File: src/design/utf8d_pkg.sv
// Package for the UTF-8 stream decoder: byte classes, status codes,
// the front-to-back item type, result type and sizing constants.
// Used by every module of the decoder; depends on nothing.
`default_nettype none

package utf8d_pkg;

  localparam int unsigned COUNT_WIDTH_DEF = 16;
  localparam int unsigned OFF_W           = 16;
  localparam int unsigned CP_W            = 32;
  localparam int unsigned MISS_W          = 3;
  localparam int unsigned STAT_W          = 2;
  localparam int unsigned Q_DEPTH         = 2;
  localparam int unsigned Q_PTR_W         = (Q_DEPTH > 1) ? $clog2(Q_DEPTH) : 1;
  localparam int unsigned Q_CNT_W         = $clog2(Q_DEPTH + 1);
  localparam int unsigned MAX_PEND        = 5;

  // Packed master data: code_point, error_offset, bytes_missing, char_count
  localparam int unsigned M_FIELDS_W = CP_W + OFF_W + MISS_W + OFF_W;
  localparam int unsigned M_DATA_W   = ((M_FIELDS_W + 7) / 8) * 8;

  // Lead and continuation byte masks
  localparam logic [7:0] MASK_TOP2 = 8'hC0;
  localparam logic [7:0] MASK_TOP3 = 8'hE0;
  localparam logic [7:0] MASK_TOP4 = 8'hF0;
  localparam logic [7:0] MASK_TOP5 = 8'hF8;
  localparam logic [7:0] MASK_TOP6 = 8'hFC;
  localparam logic [7:0] PAT_CONT  = 8'h80;
  localparam logic [7:0] PAT_LEAD2 = 8'hC0;
  localparam logic [7:0] PAT_LEAD3 = 8'hE0;
  localparam logic [7:0] PAT_LEAD4 = 8'hF0;
  localparam logic [7:0] PAT_LEAD5 = 8'hF8;
  localparam logic [7:0] BITS_CONT = 8'h3F;
  localparam logic [7:0] BITS_L2   = 8'h1F;
  localparam logic [7:0] BITS_L3   = 8'h0F;
  localparam logic [7:0] BITS_L4   = 8'h07;
  localparam logic [7:0] BITS_L56  = 8'h03;

  typedef enum logic [1:0] {
    KIND_ASCII,
    KIND_CONT,
    KIND_LEAD
  } kind_t;

  typedef enum logic [STAT_W-1:0] {
    ST_CHAR      = 2'd0,
    ST_INVALID   = 2'd1,
    ST_TRUNCATED = 2'd2
  } status_t;

  // One classified byte travelling from front to back
  typedef struct packed {
    kind_t             kind;
    logic [6:0]        payload;   // value bits of the byte, masked
    logic [MISS_W-1:0] len;       // continuation bytes a lead opens
    logic              eos;
  } item_t;

  typedef struct packed {
    logic [CP_W-1:0]   code_point;
    status_t           status;
    logic [OFF_W-1:0]  error_offset;
    logic [MISS_W-1:0] bytes_missing;
    logic [OFF_W-1:0]  char_count;
    logic              last_result;
  } result_t;

endpackage

`default_nettype wire

File: src/design/utf8d_front.sv
// Front stage: accepts input bytes, classifies them (ASCII, continuation,
// lead with its length) and holds one classified item. Uses utf8d_pkg.
`default_nettype none

module utf8d_front (
  input  wire logic            clk,
  input  wire logic            rst,
  input  wire logic            in_valid,
  output logic                 in_ready,
  input  wire logic [7:0]      in_byte,
  input  wire logic            in_eos,
  output logic                 out_valid,
  input  wire logic            out_ready,
  output utf8d_pkg::item_t     out_item
);
  import utf8d_pkg::*;

  item_t cls;
  logic  valid;
  item_t item;

  always_comb begin
    cls.eos     = in_eos;
    cls.len     = '0;
    cls.payload = '0;
    cls.kind    = KIND_LEAD;
    if (!in_byte[7]) begin
      cls.kind    = KIND_ASCII;
      cls.payload = in_byte[6:0];
    end else if ((in_byte & MASK_TOP2) == PAT_CONT) begin
      cls.kind    = KIND_CONT;
      cls.payload = 7'(in_byte & BITS_CONT);
    end else if ((in_byte & MASK_TOP3) == PAT_LEAD2) begin
      cls.len     = 3'd1;
      cls.payload = 7'(in_byte & BITS_L2);
    end else if ((in_byte & MASK_TOP4) == PAT_LEAD3) begin
      cls.len     = 3'd2;
      cls.payload = 7'(in_byte & BITS_L3);
    end else if ((in_byte & MASK_TOP5) == PAT_LEAD4) begin
      cls.len     = 3'd3;
      cls.payload = 7'(in_byte & BITS_L4);
    end else if ((in_byte & MASK_TOP6) == PAT_LEAD5) begin
      cls.len     = 3'd4;
      cls.payload = 7'(in_byte & BITS_L56);
    end else begin
      // 0xFC..0xFF all open six-byte sequences
      cls.len     = 3'd5;
      cls.payload = 7'(in_byte & BITS_L56);
    end
  end

  assign in_ready  = !valid || out_ready;
  assign out_valid = valid;
  assign out_item  = item;

  always_ff @(posedge clk) begin
    if (rst) begin
      valid <= 1'b0;
    end else if (in_ready) begin
      valid <= in_valid;
    end
  end

  always_ff @(posedge clk) begin
    if (in_ready && in_valid) begin
      item <= cls;
    end
  end

endmodule

`default_nettype wire

File: src/design/utf8d_queue.sv
// Short FIFO of classified items between front and back stages.
// Uses utf8d_pkg for the item type and depth.
`default_nettype none

module utf8d_queue (
  input  wire logic            clk,
  input  wire logic            rst,
  input  wire logic            push_valid,
  output logic                 push_ready,
  input  wire utf8d_pkg::item_t push_item,
  output logic                 pop_valid,
  input  wire logic            pop_ready,
  output utf8d_pkg::item_t     pop_item
);
  import utf8d_pkg::*;

  item_t               mem [Q_DEPTH];
  logic [Q_PTR_W-1:0]  wr_ptr;
  logic [Q_PTR_W-1:0]  rd_ptr;
  logic [Q_CNT_W-1:0]  count;
  logic                push;
  logic                pop;

  assign push_ready = (count != Q_CNT_W'(Q_DEPTH));
  assign pop_valid  = (count != '0);
  assign pop_item   = mem[rd_ptr];
  assign push       = push_valid && push_ready;
  assign pop        = pop_valid && pop_ready;

  function automatic logic [Q_PTR_W-1:0] ptr_inc(input logic [Q_PTR_W-1:0] p);
    return (p == Q_PTR_W'(Q_DEPTH - 1)) ? '0 : p + 1'b1;
  endfunction

  always_ff @(posedge clk) begin
    if (rst) begin
      wr_ptr <= '0;
      rd_ptr <= '0;
      count  <= '0;
    end else begin
      if (push) wr_ptr <= ptr_inc(wr_ptr);
      if (pop)  rd_ptr <= ptr_inc(rd_ptr);
      if (push && !pop)      count <= count + 1'b1;
      else if (pop && !push) count <= count - 1'b1;
    end
  end

  always_ff @(posedge clk) begin
    if (push) begin
      mem[wr_ptr] <= push_item;
    end
  end

endmodule

`default_nettype wire

File: src/design/utf8d_back.sv
// Back stage: per-string decode state, sequence assembly, error and
// truncation handling, and the result output register. Uses utf8d_pkg.
`default_nettype none

module utf8d_back #(
  parameter int unsigned COUNT_WIDTH = utf8d_pkg::COUNT_WIDTH_DEF
) (
  input  wire logic             clk,
  input  wire logic             rst,
  input  wire logic             in_valid,
  output logic                  in_ready,
  input  wire utf8d_pkg::item_t in_item,
  output logic                  out_valid,
  input  wire logic             out_ready,
  output utf8d_pkg::result_t    out_res
);
  import utf8d_pkg::*;

  localparam int unsigned CNT_W = (COUNT_WIDTH < OFF_W) ? COUNT_WIDTH : OFF_W;
  localparam logic [CNT_W-1:0] CNT_MAX = '1;

  logic [CP_W-1:0]   acc,       acc_next;
  logic [MISS_W-1:0] pending,   pending_next;
  logic [CNT_W-1:0]  seq_start, seq_start_next;
  logic [CNT_W-1:0]  offset,    offset_next;
  logic [CNT_W-1:0]  count,     count_next;
  logic              stopped,   stopped_next;
  logic              res_valid;
  result_t           res;
  logic              take;
  result_t           res_reg;
  logic              res_reg_valid;

  function automatic logic [CNT_W-1:0] sat_inc(input logic [CNT_W-1:0] v);
    return (v == CNT_MAX) ? v : v + 1'b1;
  endfunction

  assign in_ready  = !res_reg_valid || out_ready;
  assign take      = in_valid && in_ready;
  assign out_valid = res_reg_valid;
  assign out_res   = res_reg;

  always_comb begin
    logic [CP_W-1:0]   acc_sh;
    logic [MISS_W-1:0] pend_dec;
    acc_sh   = {acc[CP_W-7:0], in_item.payload[5:0]};
    pend_dec = pending - 1'b1;

    acc_next       = acc;
    pending_next   = pending;
    seq_start_next = seq_start;
    offset_next    = offset;
    count_next     = count;
    stopped_next   = stopped;
    res_valid      = 1'b0;
    res            = '0;
    res.status     = ST_CHAR;

    if (stopped) begin
      offset_next = sat_inc(offset);
    end else begin
      if (pending == '0) begin
        case (in_item.kind)
          KIND_ASCII: begin
            count_next      = sat_inc(count);
            res_valid       = 1'b1;
            res.code_point  = CP_W'(in_item.payload);
            res.last_result = in_item.eos;
          end
          KIND_CONT: begin
            // continuation with no open sequence
            res_valid        = 1'b1;
            res.status       = ST_INVALID;
            res.error_offset = OFF_W'(offset);
            res.last_result  = 1'b1;
            stopped_next     = 1'b1;
          end
          KIND_LEAD: begin
            seq_start_next = offset;
            pending_next   = in_item.len;
            acc_next       = CP_W'(in_item.payload);
          end
          default: begin
            res_valid = 1'b0;
          end
        endcase
      end else if (in_item.kind == KIND_CONT) begin
        pending_next = pend_dec;
        acc_next     = acc_sh;
        if (pend_dec == '0) begin
          count_next      = sat_inc(count);
          res_valid       = 1'b1;
          res.code_point  = acc_sh;
          res.last_result = in_item.eos;
          acc_next        = '0;
        end
      end else begin
        // sequence broken by a non-continuation byte
        res_valid        = 1'b1;
        res.status       = ST_INVALID;
        res.error_offset = OFF_W'(seq_start);
        res.last_result  = 1'b1;
        stopped_next     = 1'b1;
        pending_next     = '0;
        acc_next         = '0;
      end
      if (!in_item.eos) begin
        offset_next = sat_inc(offset);
      end else if (!res_valid) begin
        res_valid         = 1'b1;
        res.status        = ST_TRUNCATED;
        res.error_offset  = OFF_W'(seq_start_next);
        res.bytes_missing = pending_next;
        res.last_result   = 1'b1;
      end
    end
    res.char_count = OFF_W'(count_next);

    if (in_item.eos) begin
      acc_next       = '0;
      pending_next   = '0;
      seq_start_next = '0;
      offset_next    = '0;
      count_next     = '0;
      stopped_next   = 1'b0;
    end
  end

  always_ff @(posedge clk) begin
    if (rst) begin
      acc           <= '0;
      pending       <= '0;
      seq_start     <= '0;
      offset        <= '0;
      count         <= '0;
      stopped       <= 1'b0;
      res_reg_valid <= 1'b0;
    end else begin
      if (take) begin
        acc       <= acc_next;
        pending   <= pending_next;
        seq_start <= seq_start_next;
        offset    <= offset_next;
        count     <= count_next;
        stopped   <= stopped_next;
      end
      if (in_ready) begin
        res_reg_valid <= take && res_valid;
      end
    end
  end

  always_ff @(posedge clk) begin
    if (take && res_valid) begin
      res_reg <= res;
    end
  end

  a_stopped_no_seq: assert property (@(posedge clk) disable iff (rst)
    stopped |-> (pending == '0) && (acc == '0))
    else $error("sequence state left open after error");

  a_pending_range: assert property (@(posedge clk) disable iff (rst)
    pending <= MISS_W'(MAX_PEND))
    else $error("pending continuation count out of range");

  a_error_ends_string: assert property (@(posedge clk) disable iff (rst)
    res_reg_valid && (res_reg.status != ST_CHAR) |->
      res_reg.last_result && (res_reg.code_point == '0))
    else $error("error result not final or carries a code point");

  a_char_clean: assert property (@(posedge clk) disable iff (rst)
    res_reg_valid && (res_reg.status == ST_CHAR) |->
      (res_reg.error_offset == '0) && (res_reg.bytes_missing == '0))
    else $error("character result carries error fields");

endmodule

`default_nettype wire

File: src/design/utf8_stream_decoder.sv
// UTF-8 stream decoder: one byte per request in, at most one result out.
// Path: a byte accepted on s_* passes the front register, the queue and the
//   result register, in that order, before its result shows on m_*.
// Throughput: one byte per cycle sustained; s_tready only drops when the
//   queue and front register have filled behind a stalled m_tready.
// Reset: rst is synchronous, active high; clears string state, empties the pipeline.
`default_nettype none

module utf8_stream_decoder #(
  // Width of the saturating offset and character counters (8..32);
  // counters never go beyond 65535.
  parameter int unsigned COUNT_WIDTH = utf8d_pkg::COUNT_WIDTH_DEF
) (
  input  wire logic                           clk,
  input  wire logic                           rst,
  // Byte input
  input  wire logic                           s_tvalid,
  output logic                                s_tready,
  input  wire logic [7:0]                     s_tdata,   // [7:0] data_byte
  input  wire logic                           s_tlast,   // end_of_string
  // Result output
  output logic                                m_tvalid,
  input  wire logic                           m_tready,
  output logic [utf8d_pkg::M_DATA_W-1:0]      m_tdata,   // [31:0] code_point,
                                                         // [47:32] error_offset,
                                                         // [50:48] bytes_missing,
                                                         // [66:51] char_count,
                                                         // upper bits zero
  output logic [utf8d_pkg::STAT_W-1:0]        m_tuser,   // [1:0] status
  output logic                                m_tlast    // last_result
);
  import utf8d_pkg::*;

  // Front: register + classify
  logic    f_valid;
  logic    f_ready;
  item_t   f_item;
  // Queue head
  logic    q_valid;
  logic    q_ready;
  item_t   q_item;
  // Result register
  result_t res;

  utf8d_front u_front (
    .clk       (clk),
    .rst       (rst),
    .in_valid  (s_tvalid),
    .in_ready  (s_tready),
    .in_byte   (s_tdata),
    .in_eos    (s_tlast),
    .out_valid (f_valid),
    .out_ready (f_ready),
    .out_item  (f_item)
  );

  // Decouples classification from decode so each side stalls on its own
  utf8d_queue u_queue (
    .clk        (clk),
    .rst        (rst),
    .push_valid (f_valid),
    .push_ready (f_ready),
    .push_item  (f_item),
    .pop_valid  (q_valid),
    .pop_ready  (q_ready),
    .pop_item   (q_item)
  );

  // Decode state; accepts a new item whenever the result slot is free or
  // being drained this cycle, so back-to-back bytes flow at full rate.
  utf8d_back #(
    .COUNT_WIDTH (COUNT_WIDTH)
  ) u_back (
    .clk       (clk),
    .rst       (rst),
    .in_valid  (q_valid),
    .in_ready  (q_ready),
    .in_item   (q_item),
    .out_valid (m_tvalid),
    .out_ready (m_tready),
    .out_res   (res)
  );

  assign m_tdata = M_DATA_W'({res.char_count, res.bytes_missing,
                              res.error_offset, res.code_point});
  assign m_tuser = res.status;
  assign m_tlast = res.last_result;

endmodule

`default_nettype wire

File: config.mk
export PLATFORM = sky130hd
export DESIGN_NAME = utf8_stream_decoder
export DESIGN_NICKNAME = d
export VERILOG_FILES = /design/src/design/utf8d_pkg.sv /design/src/design/utf8d_front.sv /design/src/design/utf8d_queue.sv /design/src/design/utf8d_back.sv /design/src/design/utf8_stream_decoder.sv
export SDC_FILE = /design/constraint.sdc
export NUM_CORES = 1
export LEC_CHECK = 0
export BUFFER_PORTS_ARGS = -buffer_cell sky130_fd_sc_hd__buf_2
export CORE_MARGIN = 2
export CORE_UTILIZATION = 45
export DETAILED_ROUTE_END_ITERATION = 12
export PLACE_DENSITY_LB_ADDON = 0.2
export SLEW_MARGIN = 10
export SYNTH_ARGS = -nofsm -noshare
export SYNTH_HDL_FRONTEND = slang
export SYNTH_SLANG_ARGS = --single-unit
File: constraint.sdc
create_clock -name clk -period 4.6 [get_ports clk]
set_clock_uncertainty 0.05 [all_clocks]
set_input_delay 0.46 -clock clk [delete_from_list [all_inputs] [get_ports clk]]
set_output_delay 0.46 -clock clk [all_outputs]
set_load 0.005 [all_outputs]
; ---- Word level (Yosys, flattened, before mapping)
; Memory sizes are Yosys's and may differ from the RTL's. A register that Yosys moved wholly into a read port is not among the register bits.
; Index checks and enable logic that the tools add are counted.
[op_classes]
add_sub_neg = 7
eq_ne = 13
mux = 65
n_bitwise = 2
reduce_logical = 25
[op_table]
columns = op, n
row1 = 2-to-1 mux 16 bit, 13
row2 = 2-to-1 mux 26 bit, 6
row3 = 2-to-1 mux 32 bit, 2
row4 = 2-to-1 mux 50 bit, 1
row5 = 2-to-1 mux 21 bit, 2
row6 = 2-to-1 mux 17 bit, 2
row7 = "adder 16 x 1 -> 16 bit, second input constant", 2
row8 = "equality test 16 bit, second input constant", 2
row9 = 2-to-1 mux 1 bit, 24
row10 = 2-to-1 mux 7 bit, 3
row11 = 2-to-1 mux 10 bit, 2
row12 = 2-to-1 mux 3 bit, 5
row13 = "equality test 6 bit, second input constant", 1
row14 = logical AND 1 bit, 6
row15 = zero test 3 bit, 2
row16 = 2-to-1 mux 2 bit, 3
row17 = 2-to-1 mux 6 bit, 1
row18 = OR reduction 3 bit, 2
row19 = "equality test 5 bit, second input constant", 1
row20 = OR reduction 5 bit, 1
row21 = "equality test 2 bit, second input constant", 2
row22 = "equality test 4 bit, second input constant", 1
row23 = zero test 1 bit, 4
row24 = "inequality test 2 x 1 -> 1 bit, second input constant", 2
row25 = 16 further kinds, 22
[word_totals]
ff_bits = 167
ram_bits = 26
input_bits = 13
out_inout_bits = 77
n_memories = 1
[mem_list]
columns = memory, words, width, read_ports, rd_ports_with_merged_regs, write_ports, line_no
row1 = u_queue.mem, 2, 13, 1, 1, 1, utf8d_queue.sv:17  ; item_t mem [Q_DEPTH];

; ---- Logic depth before layout (Yosys ltp)
[depth]
word_depth = 9
mapped_depth = 10
mapped_depth_nobuf = 8

; ---- Cells and area by module
; Synthesis repeated with hierarchy kept, for this count alone.
[unflattened]
cells_unflattened = 715
area_unflattened_um2 = 8229.1
[by_module_without_submodules]
columns = module, instances, cells_each, area_per_inst_um2
row1 = utf8d_back, 1, 613, 6508.7
row2 = utf8d_queue, 1, 64, 1162.4
row3 = utf8d_front, 1, 32, 516.7
row4 = utf8_stream_decoder, 1, 6, 41.3

; ---- Worst setup path after synthesis
; No wires, ideal clock.
[synth_path]
kind = register to register
from = reg u_back.pending[0]
to = reg u_back.res_reg, in the netlist u_back.out_res[0] (enable)
setup_time_ns = 0.424
arrival_ns = 2.698
required_ns = 4.126
setup_slack_ns = 1.428
path_stages_with_launch = 8
synth_period_minus_slack_ns = 3.172
path_cell_list = dfxtp_1 inv_1 ha_1 nand2b_1 clkbuf_1 o22a_1 o21ai_0 inv_1
[synth_between]
elab_chain_cells = 9
elab_cells_between_ends = 10
classes_between = 1 x add/sub / 6 x mux / 3 x reduce/logical
[synth_rtl]
columns = item, line_no
row1 = from (decl), utf8d_back.sv:23  ; logic [MISS_W-1:0] pending, pending_next;
row2 = from (signal assigned), utf8d_back.sv:141  ; pending <= pending_next;
row3 = subtractor 3 x 1 -> 3 bit, utf8d_back.sv:47  ; pend_dec = pending - 1'b1;
row4 = zero test 3 bit, utf8d_back.sv:90  ; if (pend_dec == '0) begin
row5 = 2-to-1 mux 1 bit, utf8d_back.sv:90
row6 = 2-to-1 mux 1 bit, utf8d_back.sv:87  ; end else if (in_item.kind == KIND_CONT) begin
row7 = 2-to-1 mux 1 bit (*), utf8d_back.sv:62  ; if (pending == '0) begin
row8 = 2-to-1 mux 1 bit (*), utf8d_back.sv:59  ; if (stopped) begin
row9 = 2-to-1 mux 1 bit (*), utf8d_back.sv:107  ; if (!in_item.eos) begin
row10 = 2-to-1 mux 1 bit (*), utf8d_back.sv:59
row11 = logical AND 1 bit (*), utf8d_back.sv:154  ; if (take && res_valid) begin
row12 = to (signal assigned), utf8d_back.sv:155  ; res_reg <= res;
row13 = to (decl), utf8d_back.sv:31  ; result_t res_reg;
; Every way passes the cells marked *; elsewhere a longest branch is shown, timed or not. The select of a mux whose other input is x is not followed.
; A chain may end at the register's enable or synchronous reset.

; ---- Worst setup path after layout
[layout_path]
from = reg u_back.pending[0]
to = reg u_back.res_reg, in the netlist u_back.out_res[61] (enable)
; Same word-level chain as after synthesis.

==> out/qor.txt <==
top cell type's share of synthesized area: 0.4052
num ports: 90
clock sink total: 194
initial drt markers: 439
Total Routed Length: 16.41 mm
layout cell share with drive strength beyond 1: 0.1795
post-route antenna net violation count: 0
DIE AREA: 19040 sq um
die width: 138.0 um
CTS Buf Count: 17
H-tree levels: 4
MaxCap Viol Count: 0
via count: 5579
sequential area share after synthesis: 0.6159
Worst Max-Slew Pin Slew: 1.107 ns
Synth area leaders: edfxtp_1 (41%), dfxtp_1 (21%), nor2_1 (4.5%)
WHS: 0.1473 ns
Antenna diodes: 0
Clk Latency, worst-skew pair: 0.43 ns
largest fanout on the critical path: 44
TNS Setup: 0 ns
CTS tree: done
Core ar.: 17420 sq um
critical path type: reg2reg
drt first pass iters: 7
Leak: 3.380 nW
Cell variety after synth: 63
IO Port Bufs: 84
drt wl/cell: 16.15 um
GR Util All Layers: 0.1764
Worst Setup End Kind: flop
worst-case clock buffer depth: 2
overflow left after global routing: 0
dpl hpwl: 10.90 mm
period utilization: 0.6743
Setup WS pre-CTS: 1.429 ns
critical path launch point type: flop
vias in the first global route: 5204
gp weighted congestion: 0.8871
first-pass GRT wire length: 25.92 mm
initial antenna violation count: 0
cell taking the most area after synthesis: edfxtp_1
fin crit period: 3.102 ns
top_reg_cell synth: edfxtp_1
Fin. Hold Viols: 0
Max Freq: 322.4 MHz
Nets: 797
Synth Warn #: 0
drt drc: 0
Hold Buf Count CTS: 0
outcome: finished clean
Via density: 5.491
Initial Utilization: 0.4638
Slew headroom: 0.2596
largest net degree at the start of global routing: 45
Syn Inst Count: 707
Slew Limit Fails: 0
Syn Area/Cell: 11.43 sq um
Root Buffer: clkbuf_16
# setup viols final: 0
FP Rows: 48
Worst Setup Slack, final: 1.498 ns
Vert. Die Dim: 138.0 um
Post-CTS Setup Bufs: 0
EDFF count, synth: 109
Mapped Area: 8078 sq um
WP data arrival: 3.15 ns
unrepaired setup endpoints after global routing: false
flops & latches, synth: 194
asr flop ratio synth: 0
CTS clk-pin slew, worst paths: 0.07 ns
worst vdd ir: 0.0003162 V
# resized after CTS: 0
PwrDens: 559.6 nW/um^2
Min-Delay Path Class: in2reg
Worst Path Required: 4.65 ns
area grow syn2layout: 15.10%
==> cells in the final DEF, fill, tap and decap left out, drive strengths merged, types with 10 or more instances in the layout <==
cell / n
edfxtp: 109
nor2: 98
buf: 92
dfxtp: 85
a22oi: 37
a21oi: 36
and2: 32
nand2: 29
o21ai: 23
inv: 21
clkbuf: 19
a22o: 18
mux2i: 15
xnor2: 15
nand3: 14
and3: 13
or3: 12
xor2: 11
nand4: 10
==> critical path, stage by stage (launching register included) <==
cell     delay, ns
dfxtp_1       0.38
inv_1         0.10
ha_1          0.26
xnor2_2       0.26
and2_1        0.24
o22a_1        0.17
o21ai_0       0.13
inv_2         0.71
buf_4         0.47
==> routing by layer <==
metal	global-route usage	vias up	wire (um)
li1	-	2725	-
met2	0.2778	177	7719
met5	0	-	0
met3	0.04020	16	949
met1	0.2432	2661	7544
met4	0.05556	0	195
==> per-stage QoR <==
stage                     instance area [sq um]    util  std cells  power [mW]
after CTS                                  9291  0.5335       1016       5.246
after global placement                     8667  0.4976        984       3.672
after floorplan                            8093       -        711       3.186
final                                      9298  0.5338       1016       5.203
after global routing                       9298  0.5338       1016       5.467
after detailed placement                   8667  0.4976        984       3.701
==> flip-flops by register name, summed over array words and instances, names as in the netlist, named ones only <==
name	cells
u_back.seq_start	16
u_queue.rd_ptr	1
u_back.out_res	70
u_back.acc	26
u_back.count	16
u_back.out_valid	1
u_back.pending	3
u_front.out_valid	1
u_queue.wr_ptr	1
u_queue.mem	26
u_front.out_item	13
u_back.offset	16
u_back.stopped	1
u_queue.count	2
==> cells by family after synthesis <==
kind of cell | share of synthesized area
adders and majority gates | 0.009293
AOI/OAI and AO/OA | 0.1324
other | 0.0004642
xor gates and xnor gates | 0.02912
and+or+nand+nor | 0.1554
DFF | 0.6159
muxes | 0.02509
buffers and inverters | 0.03237
==> final timing paths <==
kind / slack, ns / end / depth (start not counted) / from
max: 1.50 / u_back.out_res[61]$_SDFFCE_PP0P_ / 8 / u_back.pending[0]$_SDFFE_PP0P_
min: 0.15 / u_front.out_item[0]$_DFFE_PP_ / 1 / s_tlast
max reg2reg: 1.50 / u_back.out_res[61]$_SDFFCE_PP0P_ / 8 / u_back.pending[0]$_SDFFE_PP0P_
min reg2reg: 0.39 / u_queue.mem[1][1]$_DFFE_PP_ / 0 / u_front.out_item[1]$_SDFFCE_PP0P_
==> power by group <==
| part | leakage, nW | switching, mW | total, mW | internal (mW) |
|---|---|---|---|---|
| Sequential | 1.73 | 0.126 | 2.40 | 2.27 |
| Combinational | 1.34 | 0.850 | 1.26 | 0.412 |
| Clock | 0.305 | 0.646 | 1.54 | 0.895 |
| Total | 3.38 | 1.62 | 5.20 | 3.58 |
==> layout make-up <==
class | instances | area [sq um]
fillers | 1510 | 8119
repair buffers | 92 | 480.5
well taps | 225 | 281.5
clock inverters | 13 | 171.4
flip-flops and latches | 194 | 4975
multi-input cells | 458 | 2880
clock buffers | 19 | 452.9
inverters | 15 | 56.30
==> Yosys cell counts, types with 11 or more instances <==
library cell,n
inv_1,14
nor2_1,96
xnor2_1,14
clkbuf_1,31
o21ai_0,22
a21oi_1,35
edfxtp_1,109
and2_1,31
xor2_1,11
nand2_1,28
a22o_1,18
or3_1,11
and3_1,13
dfxtp_1,85
mux2i_1,15
a22oi_1,37
nand3_1,14
Note: power is estimated with default switching activity, not from simulation.
